## config.mk

```make
export PLATFORM = sky130hd
export DESIGN_NAME = instruction_mix_perf_counters
export DESIGN_NICKNAME = d
export VERILOG_FILES = /design/src/imix_pkg.sv /design/src/instruction_mix_perf_counters.sv
export SDC_FILE = /design/constraint.sdc
export NUM_CORES = 1
export LEC_CHECK = 0
export BUFFER_PORTS_ARGS = -buffer_cell sky130_fd_sc_hd__buf_2
export CAP_MARGIN = 10
export CORE_MARGIN = 8
export CORE_UTILIZATION = 40
export CTS_BUF_LIST = sky130_fd_sc_hd__clkbuf_8
export CTS_CLUSTER_SIZE = 14
export DETAILED_ROUTE_END_ITERATION = 12
export SYNTH_ARGS = -nofsm -noshare
export SYNTH_HDL_FRONTEND = slang
export SYNTH_SLANG_ARGS = --single-unit
```

## constraint.sdc

```tcl
create_clock -name i_clk -period 5.24 [get_ports i_clk]
set_clock_uncertainty 0.05 [all_clocks]
set_input_delay 1.048 -clock i_clk [delete_from_list [all_inputs] [get_ports i_clk]]
set_output_delay 1.048 -clock i_clk [all_outputs]
set_load 0.02 [all_outputs]
```

## src/imix_pkg.sv

```systemverilog
// Types, constants and helpers for the instruction-mix performance counters.
// No dependencies; used by the top level and its checker.
`default_nettype none

package imix_pkg;

    localparam int CNT_W   = 32;
    localparam int FIELD_W = 32;
    localparam int NUM_CNT = 12;
    localparam int INSN_W  = 32;
    localparam int OPC_W   = 7;

    localparam int IN_TDATA_W  = 40;
    localparam int OUT_TDATA_W = NUM_CNT * FIELD_W;

    typedef logic [CNT_W-1:0] t_cnt;

    // Counter slots, in output order.
    typedef enum logic [3:0] {
        CNT_CYCLE   = 4'd0,
        CNT_RETIRED = 4'd1,
        CNT_NOP     = 4'd2,
        CNT_BUBBLE  = 4'd3,
        CNT_ARITH   = 4'd4,
        CNT_BRANCH  = 4'd5,
        CNT_MISC    = 4'd6,
        CNT_LOAD    = 4'd7,
        CNT_STORE   = 4'd8,
        CNT_STALL   = 4'd9,
        CNT_RDMISS  = 4'd10,
        CNT_WRMISS  = 4'd11
    } t_cnt_sel;

    localparam logic [INSN_W-1:0] INSN_NOP    = 32'h0000_0013;
    localparam logic [INSN_W-1:0] INSN_BUBBLE = 32'h0000_4033;

    localparam logic [OPC_W-1:0] OPC_LUI    = 7'h37;
    localparam logic [OPC_W-1:0] OPC_BRANCH = 7'h63;
    localparam logic [OPC_W-1:0] OPC_LOAD   = 7'h03;
    localparam logic [OPC_W-1:0] OPC_STORE  = 7'h23;

    localparam logic [2:0] GRP_OP     = 3'h6;
    localparam logic [2:0] GRP_OP_IMM = 3'h4;

    // Saturating increment.
    function automatic t_cnt sat_inc(input t_cnt value);
        sat_inc = (&value) ? value : value + t_cnt'(1);
    endfunction

endpackage

`default_nettype wire

```

## src/instruction_mix_perf_counters.sv

```systemverilog
// Instruction-mix performance counters: top level.
// A transferred sample waits in the input register and loads the counters when it advances.
// Throughput: one sample per cycle; the input register and the counter bank (the result
// register) form a two-stage pipeline, so a held result stalls the input once both are full.
// Reset (synchronous, active low) zeroes all counters and history and empties both stages.
// Depends on imix_pkg.
`default_nettype none

module instruction_mix_perf_counters (
    input  wire logic                                  i_clk,
    input  wire logic                                  i_rst_n,
    input  wire logic                                  i_s_axis_tvalid,
    output logic                                       o_s_axis_tready,
    // [31:0] instruction, [32] count_enable, [33] frozen, [39:34] zero
    input  wire logic [imix_pkg::IN_TDATA_W-1:0]       i_s_axis_tdata,
    // [0] mode
    input  wire logic [0:0]                            i_s_axis_tuser,
    output logic                                       o_m_axis_tvalid,
    input  wire logic                                  i_m_axis_tready,
    // 32 bits each from bit 0 up: cycle_total, retired_total, nop_total,
    // bubble_total, arith_total, branch_total, misc_total, load_total,
    // store_total, miss_stall_total, read_miss_total, write_miss_total
    output logic [imix_pkg::OUT_TDATA_W-1:0]           o_m_axis_tdata
);

    logic                                r_in_valid;
    logic                                r_in_mode;
    logic [imix_pkg::INSN_W-1:0]         r_in_insn;
    logic                                r_in_cen;
    logic                                r_in_frz;

    logic                                r_out_valid;
    imix_pkg::t_cnt                      r_cnt [imix_pkg::NUM_CNT];
    logic                                r_prev_frozen;
    logic [imix_pkg::OPC_W-1:0]          r_prev_opcode;

    logic                                in_xfer;
    logic                                advance;
    logic [imix_pkg::NUM_CNT-1:0]        n_inc;
    logic [imix_pkg::OPC_W-1:0]          opcode;
    logic [2:0]                          grp;

    assign advance         = r_in_valid && (!r_out_valid || i_m_axis_tready);
    assign o_s_axis_tready = !r_in_valid || advance;
    assign in_xfer         = i_s_axis_tvalid && o_s_axis_tready;
    assign o_m_axis_tvalid = r_out_valid;

    assign opcode = r_in_insn[imix_pkg::OPC_W-1:0];
    assign grp    = r_in_insn[4:2];

    // Which counters step for the sample held in the input register.
    always_comb begin
        n_inc = '0;
        n_inc[imix_pkg::CNT_CYCLE] = 1'b1;
        if (!r_in_frz) begin
            n_inc[imix_pkg::CNT_RETIRED] = r_in_cen && (r_in_insn != imix_pkg::INSN_BUBBLE);
            priority if (r_in_insn == imix_pkg::INSN_NOP) begin
                n_inc[imix_pkg::CNT_NOP] = 1'b1;
            end else if (r_in_insn == imix_pkg::INSN_BUBBLE) begin
                n_inc[imix_pkg::CNT_BUBBLE] = 1'b1;
            end else if (opcode == imix_pkg::OPC_LUI) begin
                n_inc[imix_pkg::CNT_MISC] = 1'b1;
            end else if (opcode == imix_pkg::OPC_BRANCH) begin
                n_inc[imix_pkg::CNT_BRANCH] = 1'b1;
            end else if (opcode == imix_pkg::OPC_LOAD) begin
                n_inc[imix_pkg::CNT_LOAD] = 1'b1;
            end else if (opcode == imix_pkg::OPC_STORE) begin
                n_inc[imix_pkg::CNT_STORE] = 1'b1;
            end else if (grp == imix_pkg::GRP_OP || grp == imix_pkg::GRP_OP_IMM) begin
                n_inc[imix_pkg::CNT_ARITH] = 1'b1;
            end else begin
                n_inc[imix_pkg::CNT_MISC] = 1'b1;
            end
        end else begin
            n_inc[imix_pkg::CNT_STALL] = 1'b1;
            // Only the onset of a freeze is charged to the access before it.
            if (!r_prev_frozen) begin
                n_inc[imix_pkg::CNT_RDMISS] = (r_prev_opcode == imix_pkg::OPC_LOAD);
                n_inc[imix_pkg::CNT_WRMISS] = (r_prev_opcode == imix_pkg::OPC_STORE);
            end
        end
    end

    always_ff @(posedge i_clk) begin
        if (in_xfer) begin
            r_in_mode <= i_s_axis_tuser[0];
            r_in_insn <= i_s_axis_tdata[imix_pkg::INSN_W-1:0];
            r_in_cen  <= i_s_axis_tdata[imix_pkg::INSN_W];
            r_in_frz  <= i_s_axis_tdata[imix_pkg::INSN_W+1];
        end
    end

    always_ff @(posedge i_clk) begin
        if (!i_rst_n) begin
            r_in_valid    <= 1'b0;
            r_out_valid   <= 1'b0;
            r_prev_frozen <= 1'b0;
            r_prev_opcode <= '0;
            for (int i = 0; i < imix_pkg::NUM_CNT; i++) begin
                r_cnt[i] <= '0;
            end
        end else begin
            if (o_s_axis_tready) begin
                r_in_valid <= i_s_axis_tvalid;
            end
            if (advance) begin
                r_out_valid <= 1'b1;
            end else if (i_m_axis_tready) begin
                r_out_valid <= 1'b0;
            end
            if (advance) begin
                if (r_in_mode) begin
                    // Clear leaves the freeze history untouched.
                    for (int i = 0; i < imix_pkg::NUM_CNT; i++) begin
                        r_cnt[i] <= '0;
                    end
                end else begin
                    for (int i = 0; i < imix_pkg::NUM_CNT; i++) begin
                        if (n_inc[i]) begin
                            r_cnt[i] <= imix_pkg::sat_inc(r_cnt[i]);
                        end
                    end
                    r_prev_frozen <= r_in_frz;
                    r_prev_opcode <= opcode;
                end
            end
        end
    end

    always_comb begin
        for (int i = 0; i < imix_pkg::NUM_CNT; i++) begin
            o_m_axis_tdata[i*imix_pkg::FIELD_W +: imix_pkg::FIELD_W] =
                imix_pkg::FIELD_W'(r_cnt[i]);
        end
    end

endmodule

`default_nettype wire

```

# Word level (Yosys, flattened, before mapping)
# Memories as Yosys holds them, arrays and structs flattened.
# Index checks and enable logic that the tools add are counted.
[totals] ff_bits=45 ramBits=384 in_bits=45 wordCells=203 mem_count=1
[classes] n_addsub=12 eq_ne=11 muxes=124 bitwise_logic=25 n_reduce_logical=22
[memory_table] memory="r_cnt" depth=12 width=32 read_ports=12 rd_clocked_by_memory_dff=0 wr=12 line="instruction_mix_perf_counters.sv:33" rtl="imix_pkg::t_cnt r_cnt [imix_pkg::NUM_CNT];"
[op_table] op="$mux 32" count=36
[op_table] op="$add 32x1->32 const B" count=12
[op_table] op="$reduce_and 32->1" count=12
[op_table] op="$mux 1" count=80
[op_table] op="$eq 32x15->1 const B" count=1
[op_table] op="$eq 32x5->1 const B" count=1
[op_table] op="$ne 32x15->1 const B" count=1
[op_table] op="$or 1x1->1" count=24
[op_table] op="$eq 7x6->1 const B" count=3
[op_table] op="$eq 7x2->1 const B" count=2
[op_table] op="$mux 8" count=1
[op_table] op="$eq 7x7->1 const B" count=1
[op_table] op="$eq 3x3->1 const B" count=2
[op_table] op="$mux 2" count=3
[op_table] op="$mux 3" count=2
[op_table] op="$mux 6" count=1
[op_table] op="$mux 5" count=1
[op_table] op="$logic_and 1x1->1" count=3
[op_table] op="$logic_or 1x1->1" count=3
[op_table] op="$logic_not 1->1" count=2
[op_table] op="$reduce_and 2->1" count=1
[op_table] op="$reduce_bool 2->1" count=1
[op_table] op="$not 1->1" count=1

# Logic depth before layout (Yosys ltp)
[logic_depth] word_depth=16 depth_mapped=7 depth_no_buf=6

# Worst setup path before layout
# No wires, ideal clock.
[synth_timing] path_kind="input to register" startpoint="in i_m_axis_tready" endpoint="mem r_cnt[2][100] in the netlist's numbering (enable)" t_arrival_ns=4.554 setup_slack_ns=0.170 cell_stages=6 path_buffers=1 cell_sequence="nand2b_1 > nand4_2 > or4_1 > or2_1 > buf_2 > o21ai_0"
[synth_rtl] element="from (decl)" line="instruction_mix_perf_counters.sv:19" rtl="input wire logic i_m_axis_tready,"
[synth_rtl] element="to (decl)" line="instruction_mix_perf_counters.sv:33"

==> run metrics <==
status=finished, final reports clean; part of the cycle the worst path needs=0.665; Final HPWL DP=43500 um; All-Layer GR Usage=0.183; Clock Path Buffers=3; layout cells sized above 1=0.231; crit path DAT=3.77 ns; EDFF count, synth=419; fin worst setup slack=1.76 ns; first-pass GRT wire length=95100 um; Synth Cell Area=22300 sq um; critical path's most frequent cell=buf_4; Die Y=252 um; fin crit period=3.48 ns; worst skew pair latency=0.64 ns; DR iter-0 viols=1023; io pins=431; Final ANT Viol Nets=0; unique cell type count in the Yosys netlist=46; Synth Register Bits=429; Max rail drop VDD=0.209 mV; Clock Sinks=429; # setup viols final=0; core area=55200 sq um; post-cts sizing count=0; met1 wire length=26400 um; Worst Tran Pin Value=1.17 ns; Clock transition at path regs=0.06 ns; via count=17.3k; Met3 Wirelength=4890 um; ys async rst share=0; fmax=287 MHz; Crit path max-delay family=simple AND/OR/NAND/NOR gates; Slowest Stage Delay on Critical Path=0.81 ns; CP startpoint kind=flip-flop; Main synth FF type=edfxtp_1; number of vias per cell=5.20; logic gate share of total power=0.083; DIE AREA=63700 sq um; number of buffers and inverters on the critical path=2; initial antenna violation count=16; Fill cells=5140; max_cap viols=0; post-synthesis sequential area ratio=0.572; area of the multi-input gates=9160 sq um; Die Width=252 um; vias in the first global route=16.9k; Worst Path Max Fanout=31; slowest cell on the critical path=nor3_1; leakage=9.77 nW; largest area contributor in the netlist=edfxtp_1; Final Hold Viols=0; Sequential Area=12800 sq um; initial cell density of the core=0.405; CTS tree=done; Synth top cells by count=edfxtp_1 (419), nor2_1 (419), xor2_1 (178), xnor2_1 (164), nand3_1 (141); synth warn=0; Synth top area share=0.563; NetSw=2.11 mW; drc violations=0; Slew headroom=0.212; unrepaired setup endpoints after global routing=false; Worst setup EP type=flip-flop; critical path class=flip-flop to flip-flop; Worst EP required=5.52 ns; power share of the sequential group=0.519; max layer used=met5; WL met2=28300 um; post-synthesis cell count=2058; largest net degree at the start of global routing=36; Rows=86; Syn Area/Cell=10.9 sq um; setup TNS=0 ns; drt wl/cell=18.4 um; DRT Pass-1 Iters=5; Pwr per Cell Area=298 nW/um^2; min-delay worst type=flip-flop to flip-flop; DP Worst Slack=1.04 ns; TritonCTS buffer count=80; postcts setup bufs=0; H-tree depth=3; root buffer cell=clkbuf_8; fin. max-slew vios=0; hold_buf cts=0; ranking of synthesized cells by area=edfxtp_1 (56%), nor2_1 (7.0%), xor2_1 (7.0%); P_int=5.92 mW; IO Port Bufs=424; routability congestion estimate=0.842; gr ovfl total=0; Post-Syn Nets=2115; post-layout net count=2575; worst-path cell chain=nor4_1 > nand4_1 > nor3_1 > nand2_1 > buf_4 > o21ai_2 > buf_4; Post-Route WL=61400 um; switching part of the total=0.263; area grow syn2layout=20.6%; Clk pwr share=0.399
stage by stage:
stage                util  area, sq um  hold slack, ns  cells  total power [mW]
CTS                 0.488        26900           0.392   3327              8.15
global placement    0.460        25400           0.375   3184              4.89
global route        0.488        26900           0.418   3331              8.34
floorplan               -        22300           0.366   2058              4.60
finish              0.488        26900           0.396   3336              8.03
detailed placement  0.460        25400           0.383   3184              4.91
state kept, by name (all words and copies together), names as in the netlist:
name / flops
r_in_mode: 1
o_m_axis_tvalid: 1
r_in_frz: 1
r_in_insn: 32
r_in_cen: 1
r_in_valid: 1
r_prev_frozen: 1
r_cnt: 384
r_prev_opcode: 7
power groups by stage:
stage	Sequential [mW]	Combinational, mW	Clock, mW
floorplan	4.38	0.217	0
global placement	4.22	0.670	0
detailed placement	4.23	0.673	0
CTS	4.17	0.676	3.31
global route	4.20	0.711	3.43
finish	4.17	0.665	3.20
tightest hold or removal path, cell delays in order, from the launching register on:
cell and delay, ns:
dfxtp_1 0.31, nand2_1 0.05, nand2_1 0.05
layer usage:
metal / vias up / GRT usage
li1: 8366 / -
met1: 8390 / 0.235
met2: 453 / 0.288
met3: 120 / 0.0596
met4: 14 / 0.0665
met5: - / 0
path summary, 6_finish.rpt:
path	start	end	slack, ns	depth (start not counted)
max	r_in_insn[11]	r_cnt[0][107]	1.76	7
min	r_prev_frozen	r_prev_frozen	0.40	2
max reg2reg	r_in_insn[11]	r_cnt[0][107]	1.76	7
min reg2reg	r_prev_frozen	r_prev_frozen	0.40	2
layout make-up:
class / instances / share of cell area
Sequential cell: 429 / 0.474
Multi-Input combinational cell: 1510 / 0.340
Timing Repair Buffer: 452 / 0.0866
Clock buffer: 86 / 0.0439
Tap cell: 748 / 0.0347
Clock inverter: 57 / 0.0135
Inverter: 45 / 0.00627
Antenna cell: 9 / 0.000836
logic make-up (layout without fill, tap and decap cells):
group | after synthesis | count (layout) | share of synthesized area
AND/OR/NAND/NOR | 1101 | 1101 | 0.252
flip-flops | 429 | 429 | 0.572
XOR/XNOR | 342 | 342 | 0.134
buffers and inverters | 119 | 640 | 0.0217
AO/OA/AOI/OAI | 55 | 55 | 0.0139
adder cells (fa/ha/maj) | 12 | 12 | 0.00672
other | 0 | 9 | 0
placed cells by master (no fill, tap or decap), types with 28 or more instances in the layout:
cell type  Yosys  layout
inv_1         45      69
and4_1        46      46
and3_1        59      59
xnor2_1      164     164
xor2_1       178     178
nor3_1        46      45
nor2_1       419     419
buf_4          0      28
clkbuf_8       0      86
nor4_1        55      55
nand3_1      141     141
nand4_1      105     105
edfxtp_1     419     419
buf_2         12     424
nand2_1      128     128
Note: power is estimated with default switching activity, not from simulation.
